File: config.mk
export PLATFORM = sky130hd
export DESIGN_NAME = settable_time_of_day_clock_unit
export DESIGN_NICKNAME = d
export VERILOG_FILES = /design/src/hw/rtl/tod_pkg.sv /design/src/hw/rtl/tod_in_stage.sv /design/src/hw/rtl/tod_core.sv /design/src/hw/rtl/settable_time_of_day_clock_unit.sv
export SDC_FILE = /design/constraint.sdc
export NUM_CORES = 1
export LEC_CHECK = 0
export BUFFER_PORTS_ARGS = -buffer_cell sky130_fd_sc_hd__buf_2
export CAP_MARGIN = 20
export CELL_PAD_IN_SITES_DETAIL_PLACEMENT = 0
export CELL_PAD_IN_SITES_GLOBAL_PLACEMENT = 1
export CORE_MARGIN = 3
export CORE_UTILIZATION = 45
export CTS_CLUSTER_DIAMETER = 50
export CTS_CLUSTER_SIZE = 16
export DETAILED_ROUTE_END_ITERATION = 16
export PLACE_DENSITY = 0.87
export SETUP_SLACK_MARGIN = 0.15
export SLEW_MARGIN = 20
export SYNTH_ARGS = -nofsm -noshare
export SYNTH_HDL_FRONTEND = slang
export SYNTH_SLANG_ARGS = --single-unit
File: constraint.sdc
create_clock -name aclk -period 2.65 [get_ports aclk]
set_input_delay 0.265 -clock aclk [delete_from_list [all_inputs] [get_ports aclk]]
set_output_delay 0.265 -clock aclk [all_outputs]
set_load 0.02 [all_outputs]
File: src/hw/rtl/tod_pkg.sv
// Shared types, codes and limits for the time-of-day clock unit.
package tod_pkg;

    // Request codes carried in req_type
    localparam logic [2:0] REQ_TICK = 3'd0;
    localparam logic [2:0] REQ_UP   = 3'd1;
    localparam logic [2:0] REQ_DOWN = 3'd2;
    localparam logic [2:0] REQ_NEXT = 3'd3;

    // Set mode codes
    localparam logic [1:0] SET_NONE    = 2'd0;
    localparam logic [1:0] SET_HOURS   = 2'd1;
    localparam logic [1:0] SET_MINUTES = 2'd2;
    localparam logic [1:0] SET_SECONDS = 2'd3;

    // Highest legal value of each time field
    localparam logic [4:0] HOUR_TOP = 5'd23;
    localparam logic [5:0] MIN_TOP  = 6'd59;
    localparam logic [5:0] SEC_TOP  = 6'd59;

    typedef struct packed {
        logic [2:0] req_type;
        logic       key_pressed;
        logic       shift_held;
    } tod_req_t;

    typedef struct packed {
        logic [4:0] hours_now;
        logic [5:0] minutes_now;
        logic [5:0] seconds_now;
        logic [1:0] set_field;
        logic       passed_on;
    } tod_res_t;

    // Step a field up, wrapping after its top value
    function automatic logic [5:0] step_up(input logic [5:0] v, input logic [5:0] top);
        logic [5:0] r;
        r = (v >= top) ? 6'd0 : v + 6'd1;
        return r;
    endfunction

    // Step a field down, wrapping from zero to its top value
    function automatic logic [5:0] step_down(input logic [5:0] v, input logic [5:0] top);
        logic [5:0] r;
        r = (v == 6'd0 || v > top) ? top : v - 6'd1;
        return r;
    endfunction

endpackage

File: src/hw/rtl/tod_in_stage.sv
// Input register stage: captures one request transaction ahead of the core.
module tod_in_stage (
    input  logic              aclk,
    input  logic              aresetn,
    input  logic              s_valid,
    output logic              s_ready,
    input  tod_pkg::tod_req_t s_data,
    output logic              req_valid,
    input  logic              req_take,
    output tod_pkg::tod_req_t req_data
);

    logic              valid_reg;
    logic              valid_next;
    tod_pkg::tod_req_t data_reg;

    // Accept when empty or when the held request moves on this cycle
    assign s_ready = !valid_reg || req_take;

    always_comb begin
        valid_next = valid_reg;
        if (s_valid && s_ready) begin
            valid_next = 1'b1;
        end else if (req_take) begin
            valid_next = 1'b0;
        end
    end

    always_ff @(posedge aclk) begin
        if (!aresetn) begin
            valid_reg <= 1'b0;
        end else begin
            valid_reg <= valid_next;
        end
    end

    // Load payload on every accepted transaction
    always_ff @(posedge aclk) begin
        if (s_valid && s_ready) begin
            data_reg <= s_data;
        end
    end

    assign req_valid = valid_reg;
    assign req_data  = data_reg;

endmodule

File: src/hw/rtl/tod_core.sv
// Clock state, next-time logic and result register.
module tod_core (
    input  logic              aclk,
    input  logic              aresetn,
    input  logic              req_valid,
    output logic              req_take,
    input  tod_pkg::tod_req_t req_data,
    output logic              m_valid,
    input  logic              m_ready,
    output tod_pkg::tod_res_t m_data
);

    logic [4:0]        hour_reg;
    logic [4:0]        hour_next;
    logic [5:0]        min_reg;
    logic [5:0]        min_next;
    logic [5:0]        sec_reg;
    logic [5:0]        sec_next;
    logic [1:0]        mode_reg;
    logic [1:0]        mode_next;
    logic              passed;
    logic              sec_wrap;
    logic              min_wrap;
    logic              out_valid_reg;
    tod_pkg::tod_res_t out_data_reg;

    // Move a request into the result register when that register is empty or being drained
    assign req_take = req_valid && (!out_valid_reg || m_ready);

    assign sec_wrap = (sec_reg >= tod_pkg::SEC_TOP);
    assign min_wrap = (min_reg >= tod_pkg::MIN_TOP);

    // Compute the state after this request
    always_comb begin
        hour_next = hour_reg;
        min_next  = min_reg;
        sec_next  = sec_reg;
        mode_next = mode_reg;
        passed    = 1'b0;
        unique case (req_data.req_type)
            tod_pkg::REQ_TICK: begin
                sec_next = sec_wrap ? 6'd0 : sec_reg + 6'd1;
                if (sec_wrap) begin
                    min_next = min_wrap ? 6'd0 : min_reg + 6'd1;
                    if (min_wrap) begin
                        hour_next = (hour_reg >= tod_pkg::HOUR_TOP) ? 5'd0 : hour_reg + 5'd1;
                    end
                end
            end
            tod_pkg::REQ_UP: begin
                if (req_data.key_pressed) begin
                    case (mode_reg)
                        tod_pkg::SET_HOURS: begin
                            hour_next = 5'(tod_pkg::step_up({1'b0, hour_reg},
                                                            {1'b0, tod_pkg::HOUR_TOP}));
                        end
                        tod_pkg::SET_MINUTES: begin
                            min_next = tod_pkg::step_up(min_reg, tod_pkg::MIN_TOP);
                        end
                        tod_pkg::SET_SECONDS: begin
                            sec_next = tod_pkg::step_up(sec_reg, tod_pkg::SEC_TOP);
                        end
                        default: begin
                        end
                    endcase
                end
            end
            tod_pkg::REQ_DOWN: begin
                if (req_data.key_pressed) begin
                    case (mode_reg)
                        tod_pkg::SET_HOURS: begin
                            hour_next = 5'(tod_pkg::step_down({1'b0, hour_reg},
                                                              {1'b0, tod_pkg::HOUR_TOP}));
                        end
                        tod_pkg::SET_MINUTES: begin
                            min_next = tod_pkg::step_down(min_reg, tod_pkg::MIN_TOP);
                        end
                        tod_pkg::SET_SECONDS: begin
                            sec_next = tod_pkg::step_down(sec_reg, tod_pkg::SEC_TOP);
                        end
                        default: begin
                        end
                    endcase
                end
            end
            tod_pkg::REQ_NEXT: begin
                if (req_data.key_pressed) begin
                    mode_next = req_data.shift_held ? mode_reg - 2'd1 : mode_reg + 2'd1;
                end
            end
            default: begin
                passed = 1'b1;
            end
        endcase
    end

    // Commit state on each request taken
    always_ff @(posedge aclk) begin
        if (!aresetn) begin
            hour_reg <= 5'd0;
            min_reg  <= 6'd0;
            sec_reg  <= 6'd0;
            mode_reg <= tod_pkg::SET_NONE;
        end else if (req_take) begin
            hour_reg <= hour_next;
            min_reg  <= min_next;
            sec_reg  <= sec_next;
            mode_reg <= mode_next;
        end
    end

    // Hold the result until the downstream side takes it
    always_ff @(posedge aclk) begin
        if (!aresetn) begin
            out_valid_reg <= 1'b0;
        end else if (req_take) begin
            out_valid_reg <= 1'b1;
        end else if (m_ready) begin
            out_valid_reg <= 1'b0;
        end
    end

    always_ff @(posedge aclk) begin
        if (req_take) begin
            out_data_reg.hours_now   <= hour_next;
            out_data_reg.minutes_now <= min_next;
            out_data_reg.seconds_now <= sec_next;
            out_data_reg.set_field   <= mode_next;
            out_data_reg.passed_on   <= passed;
        end
    end

    assign m_valid = out_valid_reg;
    assign m_data  = out_data_reg;

endmodule

File: src/hw/rtl/settable_time_of_day_clock_unit.sv
// Top level of the settable 24-hour time-of-day clock unit.
// A request accepted on s_valid and s_ready waits in the input register, then goes
// through one pass of next-time logic into the result register that drives m_valid.
// Throughput: one request per cycle while m_ready stays high; the input register
// and the result register let a new request in while a result waits.
// Reset: aresetn low clears the time to 00:00:00, the set mode to none and both stages.
module settable_time_of_day_clock_unit (
    input  logic              aclk,
    input  logic              aresetn,
    input  logic              s_valid,
    output logic              s_ready,
    input  tod_pkg::tod_req_t s_data,
    output logic              m_valid,
    input  logic              m_ready,
    output tod_pkg::tod_res_t m_data
);

    logic              req_valid;
    logic              req_take;
    tod_pkg::tod_req_t req_data;

    tod_in_stage u_in_stage (
        .aclk      (aclk),
        .aresetn   (aresetn),
        .s_valid   (s_valid),
        .s_ready   (s_ready),
        .s_data    (s_data),
        .req_valid (req_valid),
        .req_take  (req_take),
        .req_data  (req_data)
    );

    tod_core u_core (
        .aclk      (aclk),
        .aresetn   (aresetn),
        .req_valid (req_valid),
        .req_take  (req_take),
        .req_data  (req_data),
        .m_valid   (m_valid),
        .m_ready   (m_ready),
        .m_data    (m_data)
    );

endmodule

# Yosys cells after proc, flatten, opt, wreduce, memory -nomap -nowiden
# Cells that the tools add are included.
# W data, S select, Z words.
[op_classes]
muxes = 33
reduce_logical = 16
n_lt_le_gt_ge = 7
add_sub_neg = 9
eq_ne = 6
[ops]
columns = ["cell", "n"]
rows = [
  ["$mux W6", 13],
  ["$mux W5", 9],
  ["$pmux W6 S3", 2],
  ["$pmux W5 S3", 1],
  ["$add A6 B1 Y6 const B", 2],
  ["$ge A6 B6 Y1 const B", 2],
  ["$gt A6 B6 Y1 const B", 2],
  ["$logic_not A6 Y1", 2],
  ["$sub A6 B1 Y6 const B", 2],
  ["$add A5 B1 Y5 const B", 2],
  ["$ge A5 B5 Y1 const B", 2],
  ["$eq A3 B2 Y1 const B", 2],
  ["$mux W2", 3],
  ["$gt A5 B5 Y1 const B", 1],
  ["$logic_not A5 Y1", 1],
  ["$logic_or A1 B1 Y1", 5],
  ["$mux W1", 5],
  ["$sub A5 B1 Y5 const B", 1],
  ["$eq A2 B2 Y1 const B", 2],
  ["$reduce_bool A2 Y1", 2],
  ["$reduce_or A4 Y1", 1],
  ["$eq A3 B1 Y1 const B", 1],
  ["$logic_not A3 Y1", 1],
  ["$add A2 B1 Y2 const B", 1],
  ["other kinds (4)", 6],
]
[totals]
elab_cells = 85
inputBits = 9
ff_bits = 46

# Logic depth before layout (Yosys ltp)
[depth]
ltp_word = 6
mapped_depth = 8
ltp_nobuf = 7

# Cells and area by module
# From an unflattened synthesis, not the netlist that was laid out.
[hier_totals]
cells_unflattened = 375
hier_area_um2 = 3216.8
[modules_own_cells]
columns = ["mod", "cells_each", "n_inst", "area_per_inst_um2"]
rows = [
  ["tod_core", 365, 1, 3009.1],
  ["tod_in_stage", 10, 1, 207.7],
]

# Least setup slack after synthesis
# Ideal clock, no wire load.
[synth_path]
path_type = "flip-flop to flip-flop"
from = "register u_core.hour_reg[1]"
to = "register u_core.out_data_reg (netlist bit u_core.m_data[18]), data pin"
period_less_slack_ns = 2.256
slack_ns = 0.394
path_stages_with_launch = 9
setup_time_ns = 0.272
n_path_buf = 1
t_required_ns = 2.378
t_arrival_ns = 1.985
cell_sequence = "dfxtp_1 -> clkbuf_1 -> inv_1 -> ha_1 -> or4b_2 -> o211ai_1 -> nor3_1 -> nor4b_1 -> a21oi_1"
[synth_via]
elab_chain_cells = 6
elab_cells_between_ends = 18
cone_classes = "3 x add/sub; 3 x order compare; 10 x mux; 2 x reduce/logical"
[synth_lines]
columns = ["element", "line", "source"]
rows = [
  ["start, declared", "tod_core.sv:13", "logic [4:0] hour_reg;"],
  ["start signal, assigned", "tod_core.sv:105", "hour_reg <= hour_next;"],
  ["$gt A5 B5 Y1 or $logic_not A5 Y1 (tied branches)", "tod_pkg.sv:45", "r = (v == 6'd0 || v > top) ? top : v - 6'd1;"],
  ["$logic_or A1 B1 Y1", "tod_pkg.sv:45", ""],
  ["$mux W5", "tod_pkg.sv:45", ""],
  ["$mux W5", "tod_core.sv:70", "case (mode_reg)"],
  ["$mux W5", "tod_core.sv:69", "if (req_data.key_pressed) begin"],
  ["$pmux W5 S3 *", "tod_core.sv:40", "unique case (req_data.req_type)"],
  ["net u_core.hour_next[3]", "tod_core.sv:14", "logic [4:0] hour_next;"],
  ["end, declared", "tod_core.sv:25", "tod_pkg::tod_res_t out_data_reg;"],
]
# The timed path passes the listed nets; every way through them passes the cells marked *.
# A chain may end at the register's enable or synchronous reset.

# Worst setup path in the final report
[layout_path]
from = "register u_core.sec_reg[0]"
to = "register u_core.min_reg[4]"
[layout_via]
elab_chain_cells = 3
[layout_lines]
columns = ["element", "line", "source"]
rows = [
  ["start, declared", "tod_core.sv:17", "logic [5:0] sec_reg;"],
  ["start signal, assigned", "tod_core.sv:107", "sec_reg <= sec_next;"],
  ["$ge A6 B6 Y1", "tod_core.sv:30", "assign sec_wrap = (sec_reg >= tod_pkg::SEC_TOP);"],
  ["$mux W6", "tod_core.sv:43", "if (sec_wrap) begin"],
  ["$pmux W6 S3", "tod_core.sv:40", ""],
  ["end signal, assigned", "tod_core.sv:106", "min_reg <= min_next;"],
  ["end, declared", "tod_core.sv:15", "logic [5:0] min_reg;"],
]
# Every way passes these cells.

==> results.json <==
{
  "nFillCells": 686,
  "yosysTopAreaCell": "edfxtp_1",
  "design_area_sq_um": 3600,
  "wl_mm": 8.68,
  "async_flop_share": 0,
  "yosys-top-cells-area": "edfxtp_1 (24%), dfxtp_1 (13%), nor2_1 (4.4%)",
  "synth_area_sq_um": 3190,
  "initialDrtViolationCount": 262,
  "die_y_um": 90.2,
  "fin_crit_ns": 2.38,
  "drive_gt1_frac": 0.171,
  "h-tree-depth": 2,
  "drv_slew": 0,
  "multi_input_area_sq_um": 1840,
  "tightest_slew_ns": 0.566,
  "p_leak_nw": 1.37,
  "cp_max_fo": 8,
  "ys_seq_area_frac": 0.367,
  "clock_skew_ns": 0.00782,
  "cts_made_buffers": 5,
  "postCtsSetupBuffers": 0,
  "synth_seq_cells": 46,
  "rows": 30,
  "synth_top_flop_cell": "edfxtp_1",
  "start_util": 0.467,
  "drc": 0,
  "final.setup.tns_ns": 0,
  "wire_per_inst_um": 17.4,
  "clkTransAtPathRegs_ns": 0.09,
  "first_pass_iters": 5,
  "grt_first_pass_wirelength_mm": 14.3,
  "hold_depth": 1,
  "die_area_sq_um": 8130,
  "hold_viol": 0,
  "powerDensity_nw_per_um2": 410,
  "clk_latency_ns": 0.30,
  "cts.sinks": 46,
  "grt_setup_unrepaired": "false",
  "synth_edf_count": 25,
  "dpl.hpwl_mm": 6.30,
  "drv_cap": 0,
  "max_freq_ghz": 0.419,
  "postLayoutCoreUtil": 0.527,
  "setup_violations": 0,
  "pin_count": 31,
  "drt-vias-per-instance": 6.08,
  "status": "finished clean",
  "grt_max_degree": 19,
  "synthTopCellsByCount": "nor2_1 (37), edfxtp_1 (25), nand2_1 (25)",
  "area_delta_synth_final_pct": 13.0,
  "track_usage": 0.211,
  "ant_nets": 0,
  "synth.distinct_cells": 69,
  "r2r_slack_ns": 0.27,
  "overflow": 0,
  "ctsHoldBuffers": 0,
  "relSlewSlack": 0.623,
  "antenna_found_initial": 0,
  "syn-num-nets": 393,
  "cts_tree": "done",
  "vias": 3042,
  "hold_path.class": "in2reg",
  "fin_nets": 423,
  "cts_max_path_buffers": 2,
  "core_sq_um": 6830,
  "rr_worst_depth": 7,
  "gp_congestion": 0.897,
  "dpl_cell_area_sq_um": 3500,
  "grt_pass1_vias": 2853,
  "worstPathArrival_ns": 2.59,
  "die_x_um": 90.2,
  "port_buffers": 30,
  "peakVddDrop_mv": 0.245,
  "synth_warnings": 0,
  "whs_ns": 0.127,
  "cts-resized-gates": 0,
  "critPathKind": "reg2reg",
  "regArea_sq_um": 1170,
  "start_kind": "flop",
  "antenna_cells": 0,
  "cp.required_ns": 2.86,
  "syn_area_per_cell_sq_um": 8.55,
  "yosys.area.top_type_share": 0.235,
  "synthCells": 373,
  "synth_most_common_cell": "nor2_1",
  "largest_reg_flops": 20,
  "cts_root_buffer": "clkbuf_8",
  "min_period_over_period": 0.900,
  "worstSetupEndpointType": "flop"
}
-- power by group --
| part | internal, W | switching (W) | leakage, nW |
|---|---|---|---|
| combinational | 0.0000841 | 0.000137 | 0.910 |
| clock | 0.000210 | 0.000247 | 0.0488 |
| sequential | 0.000777 | 0.0000221 | 0.409 |
| total | 0.00107 | 0.000406 | 1.37 |
-- worst paths after layout --
path | start | end
min reg2reg | u_in_stage.req_valid | u_core.m_valid
max | u_core.sec_reg[0] | u_core.min_reg[4]
min | s_data[0] | u_in_stage.req_data[0]
max reg2reg | u_core.sec_reg[0] | u_core.min_reg[4]
-- worst max-delay path, cell delays in order, from the launching register on --
cell and delay [ns]:
dfxtp_1 0.47, ha_1 0.36, o2111a_1 0.32, buf_4 0.18, o2bb2a_1 0.23, nor3_2 0.32
a21boi_0 0.15, o32ai_1 0.26
-- layout make-up --
cell class / count / area share
clock inverters: 2 / 0.00347
inverters: 16 / 0.0167
clock buffers: 6 / 0.0229
multi-input cells: 282 / 0.511
flip-flops and latches: 46 / 0.325
well taps: 96 / 0.0334
repair buffers: 52 / 0.0876
-- layout by cell type, fill, tap and decap left out, types with 8 or more instances in the layout --
master,Yosys,layout
nand2_1,25,25
nand3_1,11,11
o21ai_0,23,23
dfxtp_1,21,21
buf_4,0,22
xnor2_1,8,8
ha_1,11,11
nor3_1,12,12
buf_2,5,30
a21oi_1,24,24
inv_1,16,16
nor2_1,37,37
edfxtp_1,25,25
a211oi_1,11,11
-- routing by layer --
layer	up-vias	GRT usage	routed length, um	share of wire
met5	-	0	0	0
met3	14	0.0318	511	0.059
met1	1413	0.296	3980	0.46
met4	0	0.0651	113	0.013
li1	1478	-	-	-
met2	137	0.336	4080	0.47
-- metrics by stage --
step / power (W) / setup slack (ns) / instances
3_3_place_gp: 0.00103 / 0.287 / 492
3_5_place_dp: 0.00103 / 0.256 / 492
4_1_cts: 0.00148 / 0.242 / 500
2_1_floorplan: 0.000957 / 0.394 / 373
5_1_grt: 0.00154 / 0.161 / 500
6_report: 0.00148 / 0.265 / 500
-- logic make-up (layout without fill, tap and decap cells) --
| kind of cell | after synthesis | count (layout) | synth area share |
|---|---|---|---|
| xor+xnor | 10 | 10 | 0.0275 |
| flops | 46 | 46 | 0.367 |
| buf+inv | 45 | 76 | 0.0577 |
| fa+ha+maj | 11 | 11 | 0.0432 |
| mux | 5 | 5 | 0.0161 |
| simple gates | 126 | 126 | 0.200 |
| compound gates | 130 | 130 | 0.288 |
No activity file was read; power rests on OpenSTA's default activity.
